### config.mk
export PLATFORM = sky130hd
export DESIGN_NAME = hbf_skid
export DESIGN_NICKNAME = d
export VERILOG_FILES = /design/src/rtl/harmonic_bond_force_core_assert.svh /design/src/rtl/hbf_pkg.sv /design/src/rtl/hbf_skid.sv
export SDC_FILE = /design/constraint.sdc
export NUM_CORES = 1
export LEC_CHECK = 0
export BUFFER_PORTS_ARGS = -buffer_cell sky130_fd_sc_hd__buf_2
export CAP_MARGIN = 5
export CORE_MARGIN = 2
export CORE_UTILIZATION = 35
export DETAILED_ROUTE_END_ITERATION = 8
export GPL_TIMING_DRIVEN = 0
export HOLD_SLACK_MARGIN = 0.02
export PLACE_DENSITY = 0.68
export SYNTH_ARGS = -nofsm -noshare
export SYNTH_HDL_FRONTEND = slang
export SYNTH_SLANG_ARGS = --single-unit
### constraint.sdc
create_clock -name i_clk -period 25.4 [get_ports i_clk]
set_input_delay 5.08 -clock i_clk [delete_from_list [all_inputs] [get_ports i_clk]]
set_output_delay 5.08 -clock i_clk [all_outputs]
set_load 0.02 [all_outputs]
### src/rtl/harmonic_bond_force_core_assert.svh
// ----------------------------------------------------------------------------
// harmonic bond force core assertion macros
// concurrent assertion shorthands used by harmonic_bond_force_core.sv
// ----------------------------------------------------------------------------
`ifndef HARMONIC_BOND_FORCE_CORE_ASSERT_SVH
`define HARMONIC_BOND_FORCE_CORE_ASSERT_SVH

// same-cycle implication
`define HBF_ASSERT_IMPL(lbl, clk, rst_n, ante, cons) \
    lbl: assert property (@(posedge clk) disable iff (!(rst_n)) (ante) |-> (cons)) \
        else $error("hbf assertion failed");

// next-cycle implication
`define HBF_ASSERT_NEXT(lbl, clk, rst_n, ante, cons) \
    lbl: assert property (@(posedge clk) disable iff (!(rst_n)) (ante) |=> (cons)) \
        else $error("hbf assertion failed");

`endif

### src/rtl/hbf_pkg.sv
// ----------------------------------------------------------------------------
// hbf_pkg
// widths, types and helper functions of the harmonic bond force core
// ----------------------------------------------------------------------------
package hbf_pkg;

    localparam int HBF_FRAC   = 16;
    localparam int HBF_DIMS   = 3;

    localparam int POS_W      = 32;
    localparam int COEF_W     = 32;
    localparam int IDX_W      = 16;
    localparam int OUT_W      = 48;

    localparam int D_W        = POS_W + 1;
    localparam int SQ_W       = 2 * D_W - 1;
    localparam int SUM_W      = SQ_W + 2;
    localparam int R_W        = (SUM_W + 1) / 2;
    localparam int ST_W       = R_W + 1;
    localparam int KD_W       = COEF_W + R_W;
    localparam int P_W        = KD_W + R_W;
    localparam int FN_W       = KD_W + D_W;
    localparam int DEN_W      = R_W + HBF_FRAC;
    localparam int Q_W        = OUT_W + 1;
    localparam int DIV_LAT    = Q_W + 1;

    localparam int IN_W       = 6 * POS_W + 2 * COEF_W + 2 * IDX_W;
    localparam int OUT_DATA_W = 5 * OUT_W + 2 * IDX_W;

    typedef struct packed {
        logic [2:0][D_W-1:0] mag;
        logic [2:0]          neg;
        logic [COEF_W-1:0]   r0;
        logic [COEF_W-1:0]   k;
        logic [IDX_W-1:0]    idx_i;
        logic [IDX_W-1:0]    idx_j;
        logic [R_W-1:0]      r;
        logic [R_W-1:0]      dmag;
        logic                sneg;
        logic [KD_W-1:0]     kd;
    } t_ctx;

    typedef struct packed {
        logic [OUT_W-1:0] energy;
        logic [OUT_W-1:0] virial;
        logic [2:0]       fneg;
        logic             zf;
        logic             degen;
        logic [IDX_W-1:0] idx_i;
        logic [IDX_W-1:0] idx_j;
    } t_side;

    typedef struct packed {
        logic [63:0]     pa;
        logic [63:0]     pb;
        logic [KD_W-65:0] pc_hi;
        logic [31:0]     pc_lo;
        logic [KD_W+1:0] pd;
    } t_pp;

    typedef struct packed {
        logic             degen;
        logic [IDX_W-1:0] idx_j;
        logic [IDX_W-1:0] idx_i;
        logic [OUT_W-1:0] virial;
        logic [OUT_W-1:0] energy;
        logic [OUT_W-1:0] fz;
        logic [OUT_W-1:0] fy;
        logic [OUT_W-1:0] fx;
    } t_res;

    // partial products of kd times a 34-bit operand split as 32 + 2 bits
    function automatic t_pp mul_parts(input logic [KD_W-1:0] kd, input logic [31:0] xl,
                                      input logic [1:0] xh);
        t_pp p;
        logic [KD_W-33:0] hi_prod;
        p.pa    = kd[31:0] * xl;
        p.pb    = kd[63:32] * xl;
        hi_prod = kd[KD_W-1:64] * xl;
        p.pc_hi = hi_prod[KD_W-33:32];
        p.pc_lo = hi_prod[31:0];
        p.pd    = kd * xh;
        return p;
    endfunction

    function automatic logic [P_W-1:0] pp_sum(input t_pp p);
        return P_W'(p.pa) + (P_W'(p.pb) << 32) + (P_W'({p.pc_hi, p.pc_lo}) << 64)
               + (P_W'(p.pd) << 32);
    endfunction

    function automatic logic [OUT_W-1:0] sat_s48(input logic [P_W-1:0] mag, input logic neg);
        logic [OUT_W-1:0] lim;
        logic [OUT_W-1:0] m;
        lim = neg ? {1'b1, {(OUT_W-1){1'b0}}} : {1'b0, {(OUT_W-1){1'b1}}};
        m   = (mag > P_W'(lim)) ? lim : mag[OUT_W-1:0];
        return neg ? (~m + 1'b1) : m;
    endfunction

endpackage

### src/rtl/hbf_skid.sv
// ----------------------------------------------------------------------------
// hbf_skid
// output register with one skid entry, freezes the pipeline when full
// ----------------------------------------------------------------------------
module hbf_skid
    import hbf_pkg::*;
(
    input  logic i_clk,
    input  logic i_rst_n,
    input  logic i_valid,
    input  t_res i_data,
    output logic o_en,
    output logic o_valid,
    input  logic i_ready,
    output t_res o_data
);

    logic r_ov;
    logic r_sv;
    t_res r_out;
    t_res r_sk;

    always_ff @(posedge i_clk) begin
        if (!i_rst_n) begin
            r_ov <= 1'b0;
            r_sv <= 1'b0;
        end else if (r_sv) begin
            if (i_ready) begin
                r_sv <= 1'b0;
            end
        end else if (i_valid) begin
            if (!r_ov || i_ready) begin
                r_ov <= 1'b1;
            end else begin
                r_sv <= 1'b1;
            end
        end else if (i_ready) begin
            r_ov <= 1'b0;
        end
    end

    always_ff @(posedge i_clk) begin
        if (r_sv) begin
            if (i_ready) begin
                r_out <= r_sk;
            end
        end else if (i_valid) begin
            if (!r_ov || i_ready) begin
                r_out <= i_data;
            end else begin
                r_sk <= i_data;
            end
        end
    end

    assign o_en    = !r_sv;
    assign o_valid = r_ov;
    assign o_data  = r_out;

endmodule

==> results.ini <==
[run_status]
status = completed

[sta]
finalCritPeriodShare_pct = 28.3
fin_skew_ns = 0.0201
timing.fmax_mhz = 139
tns_ns = 0
holdWs_ns = 0.502
worst_pin_slew_ns = 0.531
drv_slew = 0
slew_headroom_pct = 64.4
hold_viol_final = 0
grt_setup_unrepaired = no
fin_crit_ns = 7.19
finalSetupViolCount = 0

[global_routing]
grt_pass1_wl_mm = 67.7
grt_max_degree = 69
grt_overflow_total = 0
antenna_found_initial = 15
grt_pass1_vias = 11200
grt_use_total_pct = 14.8

[floorplanning]
initial_core_util_pct = 35.6
die_x_um = 247
die_y_um = 247
rows = 88
die-area_um2 = 60900
io_pins = 552
core_area_um2 = 58000

[yosys]
yosysWarnings = 0
netlist_area_um2 = 20600
synth.avg_cell_area_um2 = 23.9
ys_ff_latch = 548
synth_top_area_share_pct = 79.5
synth_cell_types = 16
synthCells = 863
yosys.area.top_type = edfxtp_1
synth_nets = 1140
synth.area.top_cells = edfxtp_1 79%, mux2_4 15%, mux2_2 4.0%
ys_seq_area_share_pct = 79.7

[cts]
cts_max_path_buffers = 3
post_cts.repair.setup_buffers = 0
cts-resized-gates = 0
cts-buffers-inserted = 56
htreeDepth = 2
clk_pin_slew_worst_paths_ns = 0.06
cts_sinks = 548
cts_root_buf = clkbuf_16
worstSkewPairLatency_ns = 0.60
hold_buffers = 0
cts_tree = done

[cells_and_area]
regArea_um2 = 16400
finalNetCount = 1780
drive_above_1_share_pct = 62.0
layout_commonest_cell = buf_2
final_util_pct = 45.7
multi_input_area_um2 = 3890
layout_common_cells = 557 x buf_2, 546 x edfxtp_1, 200 x mux2_4
areaGrowthSynthToFinish_pct = 28.5
fill_cells = 4936

[drt]
wl_met1_mm = 17.9
viasPerCell = 4.56
wl_mm = 46.9
antenna_left = 0
drt_iter0_markers = 400
drtPass1Iterations = 4
routed.top_layer = met5
wl_met3_mm = 4.87
drc = 0
wl_per_cell_um = 20.2
met2_length_mm = 22.8
vias = 10600

[worst_setup_path]
cp_slowest_cell = nor3_2
cp_max_fo = 12
reg2reg_slack_ns = 22.04
cp_common_cell = buf_6
path_cells = buf_2 -> nand2_1 -> nor3_2 -> buf_6 -> buf_6 -> buf_6 -> buf_6 -> buf_8 -> buf_8 -> buf_6 -> buf_6 -> buf_8 -> buf_6
startpoint_type = input pin
arrival_ns = 7.48
cp-end-kind = flip-flop
worstSetupPathType = input pin to flip-flop
crit_required_ns = 25.69
max_stage_delay_ns = 0.42

[power_and_ir_drop]
peakVddDrop_mv = 0.0681
p_sw_mw = 0.453
leakage_nw = 10.2
pwr-share-clk_pct = 38.1
power_density_nw_per_um2 = 76.4
finalPower_mw = 2.03
p_int_mw = 1.57
seqPwrFrac_pct = 52.5
comb_power_share_pct = 9.5
switching_share_pct = 22.4

[placed_design]
gp_congestion = 0.797
dp_hpwl_mm = 34.6
port_buffers = 551

[flow_run]
max-cap-violations = 0

[hold_path]
holdCritPathClass = flip-flop to flip-flop

[cell usage after synthesis]
| library cell | n |
|---|---|
| nand3b_1 | 1 |
| dfxtp_1 | 2 |
| o22a_1 | 1 |
| inv_1 | 1 |
| edfxtp_1 | 546 |
| nor2b_1 | 1 |
| nor2_1 | 1 |
| a21oi_1 | 1 |
| mux2_2 | 73 |
| buf_2 | 6 |
| nand2_1 | 2 |
| nand2b_1 | 1 |
| buf_6 | 25 |
| o21ai_0 | 1 |
| mux2_4 | 200 |
| nor3_1 | 1 |
[through the flow]
step / worst slack [ns] / instance area [um^2] / std cells
2_1_floorplan: 0.617 / 20600 / 863
3_3_place_gp: -9.49 / 24300 / 2179
3_5_place_dp: 17.56 / 24800 / 2210
4_1_cts: 18.20 / 26500 / 2309
5_1_grt: 18.07 / 26500 / 2313
6_report: 18.21 / 26500 / 2319
[worst max-delay path: cells and delay by family]
| family | cells | cell delay (ns) |
|---|---|---|
| buffers and inverters | 11 | 1.88 |
| and+or+nand+nor | 2 | 0.50 |
[sequential cells by signal, summed over array words and instances (netlist names)]
name / count
r_sv: 1
o_valid: 1
o_data: 273
r_sk: 273
[worst paths after layout]
kind	startpoint	endpoint	depth (start not counted)
setup reg to reg	r_sv$_SDFF_PN0_	r_sk[133]$_DFFE_PP_	14
hold reg to reg	o_valid$_SDFFE_PN0P_	o_valid$_SDFFE_PN0P_	2
hold / removal	o_valid$_SDFFE_PN0P_	o_valid$_SDFFE_PN0P_	2
setup / recovery	i_valid	r_sk[133]$_DFFE_PP_	13
[cells by family (layout without fill, tap and decap cells)]
logic type	Yosys count	in the layout	synth area share, %
buffers and inverters	32	713	1.53
AND/OR/NAND/NOR	7	7	0.176
multiplexers	273	273	18.5
flip-flops	548	548	79.7
other	0	10	0
AO/OA/AOI/OAI	3	3	0.0909
[per-layer routing]
layer	GRT usage, %	vias up
met4	5.49	12
met2	24.7	431
li1	-	4767
met3	5.91	95
met5	0	-
met1	17.0	5275
[power by group through the flow]
stage                     combinational (mW)  sequential (mW)  clock [mW]
after floorplan                       0.0616             1.14           0
after global placement                 0.183             1.11           0
after detailed placement               0.194             1.08           0
after CTS                              0.195             1.06       0.794
after global routing                   0.204             1.07       0.828
final                                  0.191             1.06       0.771
[layout make-up]
cell class                      count  area share (%)
Sequential cell                   548            62.0
Clock inverter                     26           0.793
Tap cell                          765            3.61
Timing Repair Buffer              582            12.0
Antenna cell                       10          0.0944
Inverter                            1          0.0142
Buffer                             31            1.18
Clock buffer                       73            5.61
Multi-Input combinational cell    283            14.7
(Power assumes the default switching activity.)
