$ cat config.mk
export PLATFORM = sky130hd
export DESIGN_NAME = hbf_sqrt
export DESIGN_NICKNAME = d
export VERILOG_FILES = /design/src/rtl/harmonic_bond_force_core_assert.svh /design/src/rtl/hbf_pkg.sv /design/src/rtl/hbf_sqrt.sv
export SDC_FILE = /design/constraint.sdc
export NUM_CORES = 2
export LEC_CHECK = 0
export BUFFER_PORTS_ARGS = -buffer_cell sky130_fd_sc_hd__buf_2
export CORE_MARGIN = 3
export CORE_UTILIZATION = 64
export CTS_CLUSTER_SIZE = 30
export DETAILED_ROUTE_END_ITERATION = 6
export HOLD_SLACK_MARGIN = 0.03
export PLACE_DENSITY_LB_ADDON = 0.1
export SLEW_MARGIN = 25
export SYNTH_ARGS = -nofsm -noshare
export SYNTH_HDL_FRONTEND = slang
export SYNTH_MEMORY_MAX_BITS = 65536
export SYNTH_SLANG_ARGS = --single-unit
$ cat constraint.sdc
create_clock -name i_clk -period 3.9 [get_ports i_clk]
set_input_delay 0.195 -clock i_clk [delete_from_list [all_inputs] [get_ports i_clk]]
set_output_delay 0.195 -clock i_clk [all_outputs]
set_load 0.05 [all_outputs]
$ cat src/rtl/harmonic_bond_force_core_assert.svh
// ----------------------------------------------------------------------------
// harmonic bond force core assertion macros
// concurrent assertion shorthands used by harmonic_bond_force_core.sv
// ----------------------------------------------------------------------------
`ifndef HARMONIC_BOND_FORCE_CORE_ASSERT_SVH
`define HARMONIC_BOND_FORCE_CORE_ASSERT_SVH

// same-cycle implication
`define HBF_ASSERT_IMPL(lbl, clk, rst_n, ante, cons) \
    lbl: assert property (@(posedge clk) disable iff (!(rst_n)) (ante) |-> (cons)) \
        else $error("hbf assertion failed");

// next-cycle implication
`define HBF_ASSERT_NEXT(lbl, clk, rst_n, ante, cons) \
    lbl: assert property (@(posedge clk) disable iff (!(rst_n)) (ante) |=> (cons)) \
        else $error("hbf assertion failed");

`endif

$ cat src/rtl/hbf_pkg.sv
// ----------------------------------------------------------------------------
// hbf_pkg
// widths, types and helper functions of the harmonic bond force core
// ----------------------------------------------------------------------------
package hbf_pkg;

    localparam int HBF_FRAC   = 16;
    localparam int HBF_DIMS   = 3;

    localparam int POS_W      = 32;
    localparam int COEF_W     = 32;
    localparam int IDX_W      = 16;
    localparam int OUT_W      = 48;

    localparam int D_W        = POS_W + 1;
    localparam int SQ_W       = 2 * D_W - 1;
    localparam int SUM_W      = SQ_W + 2;
    localparam int R_W        = (SUM_W + 1) / 2;
    localparam int ST_W       = R_W + 1;
    localparam int KD_W       = COEF_W + R_W;
    localparam int P_W        = KD_W + R_W;
    localparam int FN_W       = KD_W + D_W;
    localparam int DEN_W      = R_W + HBF_FRAC;
    localparam int Q_W        = OUT_W + 1;
    localparam int DIV_LAT    = Q_W + 1;

    localparam int IN_W       = 6 * POS_W + 2 * COEF_W + 2 * IDX_W;
    localparam int OUT_DATA_W = 5 * OUT_W + 2 * IDX_W;

    typedef struct packed {
        logic [2:0][D_W-1:0] mag;
        logic [2:0]          neg;
        logic [COEF_W-1:0]   r0;
        logic [COEF_W-1:0]   k;
        logic [IDX_W-1:0]    idx_i;
        logic [IDX_W-1:0]    idx_j;
        logic [R_W-1:0]      r;
        logic [R_W-1:0]      dmag;
        logic                sneg;
        logic [KD_W-1:0]     kd;
    } t_ctx;

    typedef struct packed {
        logic [OUT_W-1:0] energy;
        logic [OUT_W-1:0] virial;
        logic [2:0]       fneg;
        logic             zf;
        logic             degen;
        logic [IDX_W-1:0] idx_i;
        logic [IDX_W-1:0] idx_j;
    } t_side;

    typedef struct packed {
        logic [63:0]     pa;
        logic [63:0]     pb;
        logic [KD_W-65:0] pc_hi;
        logic [31:0]     pc_lo;
        logic [KD_W+1:0] pd;
    } t_pp;

    typedef struct packed {
        logic             degen;
        logic [IDX_W-1:0] idx_j;
        logic [IDX_W-1:0] idx_i;
        logic [OUT_W-1:0] virial;
        logic [OUT_W-1:0] energy;
        logic [OUT_W-1:0] fz;
        logic [OUT_W-1:0] fy;
        logic [OUT_W-1:0] fx;
    } t_res;

    // partial products of kd times a 34-bit operand split as 32 + 2 bits
    function automatic t_pp mul_parts(input logic [KD_W-1:0] kd, input logic [31:0] xl,
                                      input logic [1:0] xh);
        t_pp p;
        logic [KD_W-33:0] hi_prod;
        p.pa    = kd[31:0] * xl;
        p.pb    = kd[63:32] * xl;
        hi_prod = kd[KD_W-1:64] * xl;
        p.pc_hi = hi_prod[KD_W-33:32];
        p.pc_lo = hi_prod[31:0];
        p.pd    = kd * xh;
        return p;
    endfunction

    function automatic logic [P_W-1:0] pp_sum(input t_pp p);
        return P_W'(p.pa) + (P_W'(p.pb) << 32) + (P_W'({p.pc_hi, p.pc_lo}) << 64)
               + (P_W'(p.pd) << 32);
    endfunction

    function automatic logic [OUT_W-1:0] sat_s48(input logic [P_W-1:0] mag, input logic neg);
        logic [OUT_W-1:0] lim;
        logic [OUT_W-1:0] m;
        lim = neg ? {1'b1, {(OUT_W-1){1'b0}}} : {1'b0, {(OUT_W-1){1'b1}}};
        m   = (mag > P_W'(lim)) ? lim : mag[OUT_W-1:0];
        return neg ? (~m + 1'b1) : m;
    endfunction

endpackage

$ cat src/rtl/hbf_sqrt.sv
// ----------------------------------------------------------------------------
// hbf_sqrt
// pipelined floor square root, one result bit per stage
// ----------------------------------------------------------------------------
module hbf_sqrt
    import hbf_pkg::*;
(
    input  logic             i_clk,
    input  logic             i_rst_n,
    input  logic             i_en,
    input  logic             i_valid,
    input  logic [2*R_W-1:0] i_op,
    output logic             o_valid,
    output logic [R_W-1:0]   o_root
);

    localparam int REM_W = R_W + 2;

    logic             r_v    [R_W];
    logic [REM_W-1:0] r_rem  [R_W];
    logic [R_W-1:0]   r_root [R_W];
    logic [2*R_W-1:0] r_op   [R_W];

    for (genvar g = 0; g < R_W; g++) begin : g_stage
        logic             v_in;
        logic [REM_W-1:0] rem_in;
        logic [R_W-1:0]   root_in;
        logic [2*R_W-1:0] op_in;
        logic [REM_W-1:0] rem_sh;
        logic [REM_W-1:0] trial;
        logic             ge;

        if (g == 0) begin : g_first
            assign v_in    = i_valid;
            assign rem_in  = '0;
            assign root_in = '0;
            assign op_in   = i_op;
        end else begin : g_next
            assign v_in    = r_v[g-1];
            assign rem_in  = r_rem[g-1];
            assign root_in = r_root[g-1];
            assign op_in   = r_op[g-1];
        end

        assign rem_sh = {rem_in[REM_W-3:0], op_in[2*R_W-1 -: 2]};
        assign trial  = {root_in, 2'b01};
        assign ge     = (rem_sh >= trial);

        always_ff @(posedge i_clk) begin
            if (!i_rst_n) begin
                r_v[g] <= 1'b0;
            end else if (i_en) begin
                r_v[g] <= v_in;
            end
        end

        always_ff @(posedge i_clk) begin
            if (i_en) begin
                r_rem[g]  <= ge ? (rem_sh - trial) : rem_sh;
                r_root[g] <= {root_in[R_W-2:0], ge};
                r_op[g]   <= {op_in[2*R_W-3:0], 2'b00};
            end
        end
    end

    assign o_valid = r_v[R_W-1];
    assign o_root  = r_root[R_W-1];

endmodule

==> run metrics <==
syn nets 10.8k; Place WS 0.173 ns; critical path, cell by cell inv_1, ha_1, nand2b_1, a211oi_1, o2111ai_1, a31oi_1, nor2_1, o41ai_1, buf_4, a311oi_4, buf_12, a41oi_1, nand4b_1, xnor2_1; Area contributors post-synth edfxtp_1, ha_1, xnor2_1; Synth top area share 0.647; Multi-input gate area 42600 µm²; final setup TNS 0 ns; max-cap viol count 0; final hold vios 0; die span in y 458 µm; FP Rows 165; worst hold path class primary input to flip-flop; VDD IR max 480 µV; number of buffers created by CTS 302; DR pass1 iterations 7; Starting Density 0.646; final setup vio count 0; vias in the first global route 80.5k; Slowest cell on crit path edfxtp_1; Tmin final 3.72 ns; Synth top cells by count edfxtp_1, inv_1, nand2_1; max-slew violations 0; DRC 8; failing checks design-rule violations; CTS sink count 2822; CTS tree done; DP Area 136000 µm²; Placed Cells incl. Taps 12.8k; Worst-Skew Late Latency 0.96 ns; Util after Layout 0.723; Worst Path Required 4.51 ns; Worst Max-Slew Pin Slew 0.918 ns; Area growth, synth to finish 12.0%; syn_area_per_cell 13.0 µm²; H-Tree Depth 5; critical path type flip-flop to flip-flop; pwr/cell area 599 nW/µm²; fin crit share 0.953; Post-synth EDFFs 2821; Tot GR Track Use 0.270; final wirelength 284000 µm; I/O Buffers 106; Sequential Area 84700 µm²; Synth Register Bits 2822; outcome finished, violations left; Mapped Cells 10.1k; ANT nets after route 0; synth unique cells 89; largest net degree at the start of global routing 127; Avg WL per Cell 21.0 µm; clock buffer depth 4; CP endpoint kind flip-flop; IO Count 107; P_leak 0.0567 µW; Root Buffer Master clkbuf_16; sequential area share after synthesis 0.647; design area 147000 µm²; most common cell in the netlist edfxtp_1; Layout Nets 11.3k; Final Skew 0.0819 ns; detailed placement HPWL 197000 µm; Syn. warnings 0; CTS clk-pin slew, worst paths 0.07 ns; vias 80.5k; Most used DFF post-synth edfxtp_1; fill cell count 13.2k; non-filler instance count after layout 13.5k; number of DRC markers in iteration 0 6722; Die X 458 µm; ys async rst share 0; gr ovfl total 0; setup ws final 0.183 ns; Critical Path Max Stage Delay 0.60 ns; global-route wire length before repair 445000 µm; worst-path fanout max 21; vias per cell 5.96; Synth area leader edfxtp_1; initial antenna violation count 8; normalized max-slew margin 0.380; unrepaired setup endpoints after global routing false; core area 203000 µm²; GP Congestion 0.938; f_max 269 MHz; WP data arrival 4.33 ns; CP startpoint kind flip-flop; Die ar. 210000 µm²; layout cells sized above 1 0.0811; Cell Area, Synth 131000 µm²
==> layout by cell type, fill, tap and decap left out, types with 58 or more instances in the layout <==
cell type	instances
a21o_1	283
a21oi_1	625
a31oi_1	63
and3_1	93
buf_2	105
buf_4	146
clkbuf_16	306
clkinv_1	65
dlygate4sd3_1	139
edfxtp_1	2821
ha_1	631
inv_1	792
mux2_2	87
nand2_1	674
nand2b_1	136
nand3_1	154
nand4_1	112
nor2_1	580
nor2b_1	99
nor3_1	236
nor4_1	128
o21a_1	117
o21ai_0	572
o21bai_1	58
or3_1	86
or4_1	63
xnor2_1	485
xor2_1	419
==> area by class of cell <==
| class | count | area share |
|---|---|---|
| clock inverter | 159 | 0.00876 |
| antenna | 7 | 0.000119 |
| tap | 2672 | 0.0228 |
| sequential | 2822 | 0.578 |
| inverter | 794 | 0.0203 |
| multi-input combinational | 6262 | 0.290 |
| timing repair buffer | 431 | 0.0261 |
| clock buffer | 357 | 0.0535 |
==> cells by family after synthesis <==
| group | share of synthesized area |
|---|---|
| compound gates | 0.0976 |
| xor+xnor | 0.0605 |
| fa+ha+maj | 0.0603 |
| buf+inv | 0.0290 |
| flops | 0.647 |
| mux | 0.00832 |
| other cells | 0.0000286 |
| simple gates | 0.0972 |
==> power by group <==
group	internal [µW]	total [µW]	leakage (µW)	switching (µW)
registers	38600	41300	0.0272	2770
clock network	15500	26900	0.00443	11400
logic	8230	19600	0.0251	11300
==> critical path: cells and delay by family, from the launching register on <==
family,cells,cell delay (ns)
buffers and inverters,3,0.56
flip-flops,1,0.60
AO/OA/AOI/OAI,6,1.32
AND/OR/NAND/NOR,3,0.49
XOR/XNOR,1,0.19
adder cells (fa/ha/maj),1,0.24
==> path summary, 6_finish.rpt <==
kind                               start  slack (ns)                 endpoint  cells past startpoint
hold reg to reg   r_op[31][63]$_DFFE_PP_        0.38   r_op[32][65]$_DFFE_PP_                      0
setup reg to reg  r_op[26][65]$_DFFE_PP_        0.18  r_rem[27][33]$_DFFE_PP_                     14
hold / removal                  i_op[66]        0.16   r_root[0][0]$_DFFE_PP_                      3
setup / recovery  r_op[26][65]$_DFFE_PP_        0.18  r_rem[27][33]$_DFFE_PP_                     14
==> per-stage QoR <==
step / hold slack (ns) / power (µW)
6_report: 0.161 / 87800
5_1_grt: 0.150 / 92000
4_1_cts: 0.0680 / 88200
3_5_place_dp: 0.373 / 61000
3_3_place_gp: 0.372 / 60600
2_1_floorplan: 0.294 / 54700
==> registers in the layout (all words and copies together) (netlist names) <==
| signal | cells |
|---|---|
| r_op | 1122 |
| r_v | 34 |
| r_rem | 1071 |
| r_root | 595 |
==> layer usage <==
layer / GRT usage / vias up / routed length (µm)
met3: 0.0312 / 744 / 12000
met5: 0 / - / 0
met1: 0.329 / 39100 / 111000
li1: - / 38300 / -
met2: 0.482 / 2356 / 146000
met4: 0.124 / 0 / 14400
==> timing repair <==
action,in CTS,in global routing
resized for setup,0,11
hold endpoints to repair,178,0
hold buffers,139,0
buffers inserted,0,0
setup endpoints to repair,0,55
No activity file was read; power rests on OpenSTA's default activity.
